File: config.mk
export PLATFORM = sky130hd
export DESIGN_NAME = vmfb_back
export DESIGN_NICKNAME = d
export VERILOG_FILES = /design/src/rtl/vmfb_pkg.sv /design/src/rtl/vmfb_back.sv
export SDC_FILE = /design/constraint.sdc
export NUM_CORES = 1
export LEC_CHECK = 0
export ABC_CLOCK_PERIOD_IN_PS = 5700
export BUFFER_PORTS_ARGS = -buffer_cell sky130_fd_sc_hd__buf_2
export CAP_MARGIN = 25
export CORE_ASPECT_RATIO = 0.8
export CORE_MARGIN = 1
export CORE_UTILIZATION = 59
export CTS_CLUSTER_DIAMETER = 50
export DETAILED_ROUTE_END_ITERATION = 7
export HOLD_SLACK_MARGIN = 0.08
export PLACE_DENSITY = 0.83
export SLEW_MARGIN = 20
export SYNTH_ARGS = -nofsm -noshare
export SYNTH_HDL_FRONTEND = slang
export SYNTH_SLANG_ARGS = --single-unit
File: constraint.sdc
create_clock -name clk -period 5.7 [get_ports clk]
set_clock_uncertainty 0.1 [all_clocks]
set_input_delay 1.14 -clock clk [delete_from_list [all_inputs] [get_ports clk]]
set_output_delay 1.14 -clock clk [all_outputs]
set_load 0.005 [all_outputs]
File: src/rtl/vmfb_pkg.sv
// Shared constants, codes and types for the VCDU / M-PDU frame builder.
package vmfb_pkg;

  localparam int ZONE_BYTES  = 882;
  localparam int HDR_BYTES   = 14;
  localparam int FRAME_BYTES = ZONE_BYTES + HDR_BYTES;
  localparam int CNT_W       = $clog2(ZONE_BYTES + 1);
  localparam int IDX_W       = $clog2(FRAME_BYTES);
  localparam int ADDR_W      = $clog2(2 * ZONE_BYTES);
  localparam int PTR_W       = 11;
  localparam int FIFO_DEPTH  = 4;
  localparam int FIFO_AW     = 2;
  localparam int FIFO_CW     = 3;
  localparam int CFG_IDX_W   = 1;
  localparam int CFG_DATA_W  = 8;

  localparam logic [PTR_W-1:0] NO_HEADER = 11'h7FF;
  localparam logic [7:0] SYNC_0 = 8'h1A;
  localparam logic [7:0] SYNC_1 = 8'hCF;
  localparam logic [7:0] SYNC_2 = 8'hFC;
  localparam logic [7:0] SYNC_3 = 8'h1D;
  localparam logic [1:0] VERSION_BITS = 2'b01;
  localparam logic [5:0] CHANNEL_RESET = 6'd5;

  localparam logic [CFG_IDX_W-1:0] REG_SPACECRAFT = 1'b0;
  localparam logic [CFG_IDX_W-1:0] REG_CHANNEL    = 1'b1;

  typedef enum logic [1:0] {
    OP_PUSH  = 2'd0,
    OP_FLUSH = 2'd1,
    OP_READ  = 2'd2,
    OP_NONE  = 2'd3
  } op_t;

  // one result in flight between front and back
  typedef struct packed {
    logic       from_mem;
    logic [7:0] obyte;
    logic       ovalid;
    logic       olast;
    logic       acc;
  } job_t;

  typedef struct packed {
    logic [7:0] out_byte;
    logic       out_valid;
    logic       frame_last;
    logic       accepted;
  } result_t;

endpackage

File: src/rtl/vmfb_back.sv
// Back end: result queue that merges store read data and drives the result channel.
module vmfb_back
  import vmfb_pkg::*;
(
  input  logic       clk,
  input  logic       rst_n,
  input  logic       job_v,
  input  job_t       job,
  input  logic [7:0] rdata,
  output logic       credit_ok,
  output logic       res_valid,
  output result_t    res,
  input  logic       res_ready
);

  result_t              q_mem [FIFO_DEPTH];
  logic [FIFO_AW-1:0]   wr_ptr_r, rd_ptr_r;
  logic [FIFO_CW-1:0]   count_r, count_nxt;
  logic                 push, pop;
  result_t              push_res;

  assign push = job_v;
  assign pop  = res_valid && res_ready;

  assign push_res.out_byte   = job.from_mem ? rdata : job.obyte;
  assign push_res.out_valid  = job.ovalid;
  assign push_res.frame_last = job.olast;
  assign push_res.accepted   = job.acc;

  assign res_valid = (count_r != '0);
  assign res       = q_mem[rd_ptr_r];
  assign credit_ok = (count_r + FIFO_CW'(job_v)) < FIFO_CW'(FIFO_DEPTH);

  always_comb begin
    count_nxt = count_r;
    case ({push, pop})
      2'b10:   count_nxt = count_r + 1'b1;
      2'b01:   count_nxt = count_r - 1'b1;
      default: count_nxt = count_r;
    endcase
  end

  always_ff @(posedge clk) begin
    if (!rst_n) begin
      wr_ptr_r <= '0;
      rd_ptr_r <= '0;
      count_r  <= '0;
    end else begin
      if (push) begin
        wr_ptr_r <= wr_ptr_r + 1'b1;
      end
      if (pop) begin
        rd_ptr_r <= rd_ptr_r + 1'b1;
      end
      count_r <= count_nxt;
    end
  end

  always_ff @(posedge clk) begin
    if (push) begin
      q_mem[wr_ptr_r] <= push_res;
    end
  end

endmodule

==> impl_metrics.yaml, run 1 <==
place:
  portBuffers: 36
  gp_congestion: 0.670
  dp_hpwl_um: 2410
sta:
  worstMarginPinSlew_ns: 0.716
  setup_tns_ns: 0
  slew_viol_final: 0
  setup_viol: 0
  rsz0062_at_grt: "no"
  max_freq_mhz: 323
  hold_violations: 0
  relSlewSlack: 0.522
  layout_worst_path_cycle_share: 0.542
  min_period_ns: 3.09
clocking:
  insertion_delay_ns: 0.31
  cts.clk_slew.worst_paths_ns: 0.09
  cts_root_buffer: "clkbuf_8"
  cts_hold_buffers: 0
  cts_resized: 0
  cts_setup_buffers: 0
  clock_sinks: 53
  cts_tree: "done"
  cts_buffers: 5
  clockBufferDepth: 2
  htreeDepth: 2
yosys:
  synth_top_area_cell: "edfxtp_1"
  synthTopCellsByArea: "edfxtp_1, mux4_2, dfxtp_1"
  netlist_area_um2: 2170
  yosysWarnings: 0
  synth_edf_count: 44
  synthTopCellsByCount: "edfxtp_1, mux4_2, dfxtp_1"
  syn-num-nets: 145
  synth.most_common_cell: "edfxtp_1"
  dominantRegCellSynth: "edfxtp_1"
  syn_area_per_cell_um2: 18.9
  synth_cell_types: 22
  async_flop_share: 0
  synth_seq_cells: 53
  synth_top_area_frac: 0.609
  syn-instance-count: 115
  synth-seq-area-share: 0.692
global_routing:
  grt_util_all_layers: 0.200
  antenna_found_initial: 0
  overflow: 0
  grt_pass1_wl_um: 5590
  grt_max_degree: 17
  grt_pass1_vias: 1150
routing:
  drc_errors: 0
  postRouteWirelength_um: 3430
  first_pass_iters: 4
  viasPerCell: 5.60
  antenna_left: 0
  vias: 1104
  drtIter0Drc: 67
  wl_per_cell_um: 17.4
floorplanning:
  std_cell_rows: 19
  core_area_um2: 3470
  dieArea_um2: 3920
  ios: 37
  initial_utilization: 0.625
  die_w_um: 69.8
  die_height_um: 56.2
critical_path:
  r2r_setup_slack_ns: 3.57
  start_kind: "flip-flop"
  critPathKind: "reg2out"
  crit_path_max_incr_delay_ns: 0.80
  setup.worst_path.end_class: "output pin"
  cp_max_fo: 11
  required_ns: 4.46
  slowest_stage: "dfxtp_1"
  path_delay_family: "flip-flops"
  cp_data_arrival_time_ns: 1.85
  path_buf_inv: 1
  worstPathCellList: "mux4_2 > buf_2"
pwr:
  p_leak_nw: 0.883
  power_density_nw_per_um2: 369
  power_mw: 0.916
  max-vdd-ir-drop_mv: 0.238
layout:
  diodes: 0
  final_nets: 184
  fillers: 233
  drive_gt1_frac: 0.419
  areaGrowthSynthToFinish_pct: 14.4
run:
  drv_cap: 0
status:
  status: "finished clean"
worst_hold_path:
  hp-class: "reg2reg"
-- cells in the final DEF, fill, tap and decap left out, types with 5 or more instances in the layout --
master and n:
inv_1 6, ha_1 5, mux4_2 11, dfxtp_1 9
mux2_2 8, and2_1 8, clkbuf_8 5, buf_2 36
edfxtp_1 44
-- cell families (layout without fill, tap and decap cells) --
group                    count (synthesis)  after routing  share of synthesized area
AND/OR/NAND/NOR                         15             15                     0.0421
multiplexers                            20             20                      0.160
buffers and inverters                   10             50                     0.0225
XOR/XNOR                                 6              6                     0.0242
flip-flops                              53             53                      0.692
AO/OA/AOI/OAI                            5              5                     0.0202
adder cells (fa/ha/maj)                  6              6                     0.0381
-- sequential cells by signal, indices dropped and copies added (netlist names), named ones only --
register / flops
wr_ptr_r: 2
q_mem: 44
rd_ptr_r: 2
count_r: 3
-- area by class of cell --
class	instances	area, um^2	share of cell area
multi-input cells	52	618	0.249
flip-flops and latches	53	1500	0.605
well taps	42	52.6	0.0212
clock inverters	1	8.76	0.00353
inverters	6	22.5	0.00908
clock buffers	7	97.6	0.0393
repair buffers	36	180	0.0726
-- report_power, final --
group	total (mW)	leakage (nW)	switching [mW]	internal, mW
combinational	0.184	0.352	0.0729	0.111
sequential	0.498	0.478	0.0439	0.455
clock	0.234	0.0536	0.120	0.114
total	0.916	0.883	0.236	0.680
-- layer usage --
metal  track usage  routed length (um)
met4        0.0943                  68
met5             0                   0
met1         0.258                1480
met2         0.323                1720
met3        0.0507                 161
-- worst min-delay path: stages (launching register included) --
cell and delay [ns]:
dfxtp_1 0.35, mux2i_1 0.15, nor2b_1 0.06
-- per-stage QoR --
stage | setup slack, ns | util | std cells | cell area (um^2) | hold WS (ns)
finish | 2.61 | 0.715 | 197 | 2480 | 0.499
global route | 2.47 | 0.715 | 197 | 2480 | 0.525
CTS | 2.55 | 0.715 | 197 | 2480 | 0.508
detailed placement | 2.78 | 0.684 | 189 | 2370 | 0.475
global placement | 2.81 | 0.684 | 189 | 2370 | 0.445
floorplan | 2.93 | - | 115 | 2170 | 0.418
-- worst paths after layout --
path	from	to	depth (start not counted)
worst max-delay path	flip-flop	res[9]	2
worst min-delay path	wr_ptr_r[1]	wr_ptr_r[1]	2
worst max register to register	count_r[0]	count_r[2]	7
worst min register to register	wr_ptr_r[1]	wr_ptr_r[1]	2
No activity file was read; power rests on OpenSTA's default activity.
==> run 2: changes to the inputs <==
--- a/config.mk
+++ b/config.mk
@@ -5,16 +5,16 @@
 export SDC_FILE = /design/constraint.sdc
 export NUM_CORES = 1
 export LEC_CHECK = 0
-export ABC_CLOCK_PERIOD_IN_PS = 5700
+export ABC_CLOCK_PERIOD_IN_PS = 3000
 export BUFFER_PORTS_ARGS = -buffer_cell sky130_fd_sc_hd__buf_2
 export CAP_MARGIN = 25
 export CORE_ASPECT_RATIO = 0.8
 export CORE_MARGIN = 1
-export CORE_UTILIZATION = 59
+export CORE_UTILIZATION = 55
 export CTS_CLUSTER_DIAMETER = 50
 export DETAILED_ROUTE_END_ITERATION = 7
 export HOLD_SLACK_MARGIN = 0.08
-export PLACE_DENSITY = 0.83
+export PLACE_DENSITY = 0.78
 export SLEW_MARGIN = 20
 export SYNTH_ARGS = -nofsm -noshare
 export SYNTH_HDL_FRONTEND = slang
==> constraint.sdc (replaced) <==
create_clock -name clk -period 3 [get_ports clk]
set_clock_uncertainty 0.1 [all_clocks]
set_input_delay 0.6 -clock clk [delete_from_list [all_inputs] [get_ports clk]]
set_output_delay 0.6 -clock clk [all_outputs]
set_load 0.005 [all_outputs]
==> run 2 against run 1 <==
  * Design area grew 1.2%
  * Combinational power grew 100%
  * Sequential power grew 87%
  * Hold slack lost 0.082 ns
  * Flip-flop and latch count is the same
  * Critical path depth grew 1
  * Count of clock-buffer cells in the layout shrank 1
  * Non-clock buffer count grew 1
  * Largest cell class unchanged
==> impl_metrics.yaml, run 2 (synthesis results as in run 1) <==
status:
  status: "finished clean"
clocking:
  cts_root_buffer: "clkbuf_8"
  htreeDepth: 2
  cts_buffers: 5
  clock_sinks: 53
  insertion_delay_ns: 0.29
  cts_resized: 0
  cts_setup_buffers: 0
  clockBufferDepth: 2
  cts_hold_buffers: 0
  cts_tree: "done"
  cts.clk_slew.worst_paths_ns: 0.09
routing:
  viasPerCell: 5.28
  drc_errors: 0
  wl_met2_um: 1740
  met3_length_um: 114
  wl_per_cell_um: 16.4
  first_pass_iters: 4
  postRouteWirelength_um: 3470
  antenna_left: 0
  highest_layer: "met4"
  m1WireLength_um: 1590
  vias: 1114
  drtIter0Drc: 46
floorplanning:
  ios: 37
  die_w_um: 72.2
  die_height_um: 58.2
  dieArea_um2: 4200
  initial_utilization: 0.574
  std_cell_rows: 20
  core_area_um2: 3780
sta:
  min_period_ns: 2.48
  slew_viol_final: 0
  setup_viol: 0
  hold_violations: 0
  relSlewSlack: 0.589
  rsz0062_at_grt: "no"
  max_freq_mhz: 404
  layout_worst_path_cycle_share: 0.826
  worstMarginPinSlew_ns: 0.616
  timing.hold.ws_ns: 0.418
  setup_tns_ns: 0
pwr:
  pwr-share-seq: 0.525
  p_switching_mw: 0.443
  p_leak_nw: 0.890
  max-vdd-ir-drop_mv: 0.384
  clkPwrFrac: 0.266
  swShare: 0.250
  pwr-share-comb: 0.210
  p_int_mw: 1.33
  power_density_nw_per_um2: 707
critical_path:
  setup.worst_path.end_class: "output pin"
  cp_data_arrival_time_ns: 1.78
  start_kind: "flip-flop"
  slowest_stage: "dfxtp_1"
  worstPathCellList: "buf_4 > mux4_2 > buf_2"
  path_buf_inv: 2
  path_delay_family: "flip-flops"
  required_ns: 2.30
  cp_max_fo: 6
  critical_path_depth: 3
  critPathKind: "reg2out"
  crit_path_max_incr_delay_ns: 0.56
  rr_worst_depth: 7
global_routing:
  grt_util_all_layers: 0.185
  grt_pass1_wl_um: 5670
  overflow: 0
  antenna_found_initial: 0
  grt_pass1_vias: 1169
  grt_max_degree: 17
layout:
  final_nets: 185
  largestRegisters: "q_mem x44, count_r x3"
  areaGrowthSynthToFinish_pct: 15.8
  largest_reg_flops: 44
  diodes: 0
  final_cell_mix: "edfxtp_1, buf_2, mux4_2"
  final_common_cell: "edfxtp_1"
  drive_gt1_frac: 0.423
  top_register: "q_mem"
worst_hold_path:
  min_path_cells: 1
  hp-class: "in2reg"
place:
  gp_congestion: 0.736
  dp_hpwl_um: 2380
  portBuffers: 36
run:
  drv_cap: 0
## run 2: cell count changes in the layout (fill, tap and decap cells not counted)
cell,delta
buf_4,+1
bufinv_16,+1
clkbuf_16,-1
## run 2: area by class of cell
class	count	area, um^2
Tap cell	55	68.8
Fill cell	261	1270
Inverter	6	22.5
Multi-Input combinational cell	52	618
Timing Repair Buffer	37	188
Clock inverter	2	38.8
Sequential cell	53	1500
Clock buffer	6	72.6
## run 2: final timing paths
check	start	end	slack, ns
worst max-delay path	flip-flop	res[6]	0.52
worst min-delay path	job[0]	q_mem[3][0]	0.42
worst max register to register	count_r[1]	count_r[2]	0.89
worst min register to register	wr_ptr_r[1]	wr_ptr_r[1]	0.48
## run 2: stage by stage
stage	instance area [um^2]	utilization	worst slack, ns	cells	total power [mW]
after floorplan	2170	-	0.877	115	1.19
after global placement	2400	0.635	0.814	203	1.30
after detailed placement	2400	0.635	0.661	203	1.33
after CTS	2510	0.664	0.468	211	1.79
after global routing	2510	0.664	0.359	211	1.87
final	2510	0.664	0.522	211	1.77
## run 2: metal layers
metal  GRT usage  vias up
li1            -      519
met1       0.256      562
met2       0.300       28
met3      0.0417        5
met4      0.0504        0
met5           0        -
## run 2: power groups by stage
stage | Sequential [mW] | Clock, mW | Combinational, mW
after floorplan | 0.915 | 0 | 0.280
final | 0.931 | 0.471 | 0.372
after global routing | 0.942 | 0.513 | 0.413
after detailed placement | 0.948 | 0 | 0.378
after CTS | 0.932 | 0.477 | 0.379
after global placement | 0.941 | 0 | 0.362
==> run 3: changes to the inputs <==
--- a/config.mk
+++ b/config.mk
@@ -5,7 +5,7 @@
 export SDC_FILE = /design/constraint.sdc
 export NUM_CORES = 1
 export LEC_CHECK = 0
-export ABC_CLOCK_PERIOD_IN_PS = 3000
+export ABC_CLOCK_PERIOD_IN_PS = 2400
 export BUFFER_PORTS_ARGS = -buffer_cell sky130_fd_sc_hd__buf_2
 export CAP_MARGIN = 25
 export CORE_ASPECT_RATIO = 0.8
==> constraint.sdc (replaced) <==
create_clock -name clk -period 2.4 [get_ports clk]
set_clock_uncertainty 0.1 [all_clocks]
set_input_delay 0.48 -clock clk [delete_from_list [all_inputs] [get_ports clk]]
set_output_delay 0.48 -clock clk [all_outputs]
set_load 0.005 [all_outputs]
==> run 3 against run 2 <==
  * Sequential power is 25% higher
  * Critical path depth unchanged
  * Sequential share of layout area is 0.30 points lower
  * Power increased by 27%
  * Hold slack worse by 0.12 ns
  * Routed wire length up 2.8%
  * Critical endpoint is now res[3]
  * Largest power group unchanged
==> impl_metrics.yaml, run 3 (synthesis results as in run 1) <==
status:
  status: "finished clean"
sta:
  worstMarginPinSlew_ns: 0.648
  relSlewSlack: 0.568
  setup_tns_ns: 0
  setup_viol: 0
  timing.hold.ws_ns: 0.296
  max_freq_mhz: 444
  min_period_ns: 2.25
  hold_violations: 0
  layout_worst_path_cycle_share: 0.938
  slew_viol_final: 0
  rsz0062_at_grt: "no"
global_routing:
  grt_pass1_wl_um: 5580
  antenna_found_initial: 0
  grt_util_all_layers: 0.188
  grt_pass1_vias: 1127
  overflow: 0
  grt_max_degree: 16
layout:
  final_cell_mix: "edfxtp_1, buf_2, mux4_2"
  final_common_cell: "edfxtp_1"
  diodes: 0
  final_nets: 186
  drive_gt1_frac: 0.427
  fillers: 271
  largestRegisters: "q_mem x44, count_r x3"
  largest_reg_flops: 44
  top_register: "q_mem"
  areaGrowthSynthToFinish_pct: 16.3
clocking:
  htreeDepth: 2
  clockBufferDepth: 2
  cts_tree: "done"
  clock_sinks: 53
  cts_buffers: 5
  cts_root_buffer: "clkbuf_8"
  insertion_delay_ns: 0.30
  cts.clk_slew.worst_paths_ns: 0.08
  cts_resized: 0
  cts_hold_buffers: 0
  cts_setup_buffers: 0
routing:
  drtIter0Drc: 74
  drc_errors: 0
  antenna_left: 0
  viasPerCell: 5.15
  vias: 1091
  postRouteWirelength_um: 3570
  first_pass_iters: 4
  wl_per_cell_um: 16.8
pwr:
  pwr-share-comb: 0.215
  p_int_mw: 1.70
  max-vdd-ir-drop_mv: 0.366
  p_switching_mw: 0.553
  power_density_nw_per_um2: 893
  swShare: 0.245
  p_leak_nw: 0.899
  clkPwrFrac: 0.270
  pwr-share-seq: 0.515
  power_mw: 2.25
floorplanning:
  dieArea_um2: 4200
  die_w_um: 72.2
  std_cell_rows: 20
  die_height_um: 58.2
  initial_utilization: 0.574
  ios: 37
  core_area_um2: 3780
critical_path:
  rr_worst_depth: 7
  start_kind: "flip-flop"
  setup.worst_path.end_class: "output pin"
  required_ns: 1.82
  cp_data_arrival_time_ns: 1.67
  critPathKind: "reg2out"
  cp_max_fo: 5
worst_hold_path:
  hp-class: "in2reg"
  min_path_cells: 1
place:
  portBuffers: 36
  gp_congestion: 0.709
  dp_hpwl_um: 2490
run:
  drv_cap: 0
==> run 3: cell types whose count changed in the layout (fill, tap and decap cells not counted) <==
cell,change
clkbuf_8,+1
clkinv_4,-1
buf_4,+1
==> run 3: stage by stage <==
| stage | worst slack [ns] | instances | area (um^2) | utilization |
|---|---|---|---|---|
| final | 0.148 | 212 | 2520 | 0.668 |
| after global routing | 0.0356 | 212 | 2520 | 0.668 |
| after CTS | 0.115 | 212 | 2520 | 0.668 |
| after detailed placement | 0.203 | 204 | 2410 | 0.637 |
| after global placement | 0.330 | 204 | 2410 | 0.637 |
| after floorplan | 0.397 | 115 | 2170 | - |
==> run 3: worst max-delay path, stage by stage, from the launching register on <==
cell and delay, ns:
dfxtp_1 0.48, buf_4 0.23, mux4_2 0.52, buf_2 0.14
==> run 3: worst paths after layout <==
| path | startpoint | endpoint | slack (ns) |
|---|---|---|---|
| max | flip-flop | res[3] | 0.15 |
| min reg2reg | wr_ptr_r[1] | wr_ptr_r[1] | 0.47 |
| max reg2reg | count_r[0] | count_r[2] | 0.22 |
| min | job[0] | q_mem[3][0] | 0.30 |
==> run 3: power groups by stage <==
stage | sequential, mW | combinational [mW] | clock, mW
floorplan | 1.14 | 0.349 | 0
detailed placement | 1.18 | 0.491 | 0
CTS | 1.16 | 0.494 | 0.615
global route | 1.17 | 0.536 | 0.653
finish | 1.16 | 0.484 | 0.609
global placement | 1.17 | 0.467 | 0
==> run 3: per-layer routing <==
layer | global-route usage | wire length [um]
met5 | 0 | 0
met4 | 0.0504 | 26
met3 | 0.0557 | 143
met2 | 0.315 | 1850
met1 | 0.244 | 1550
==> run 3: final cells by class <==
| class | count | area [um^2] | area share |
|---|---|---|---|
| Clock inverter | 1 | 30.0 | 0.0119 |
| Clock buffer | 7 | 86.3 | 0.0342 |
| Timing Repair Buffer | 38 | 195 | 0.0774 |
| Tap cell | 55 | 68.8 | 0.0273 |
| Multi-Input combinational cell | 52 | 618 | 0.245 |
| Inverter | 6 | 22.5 | 0.00893 |
| Sequential cell | 53 | 1500 | 0.595 |
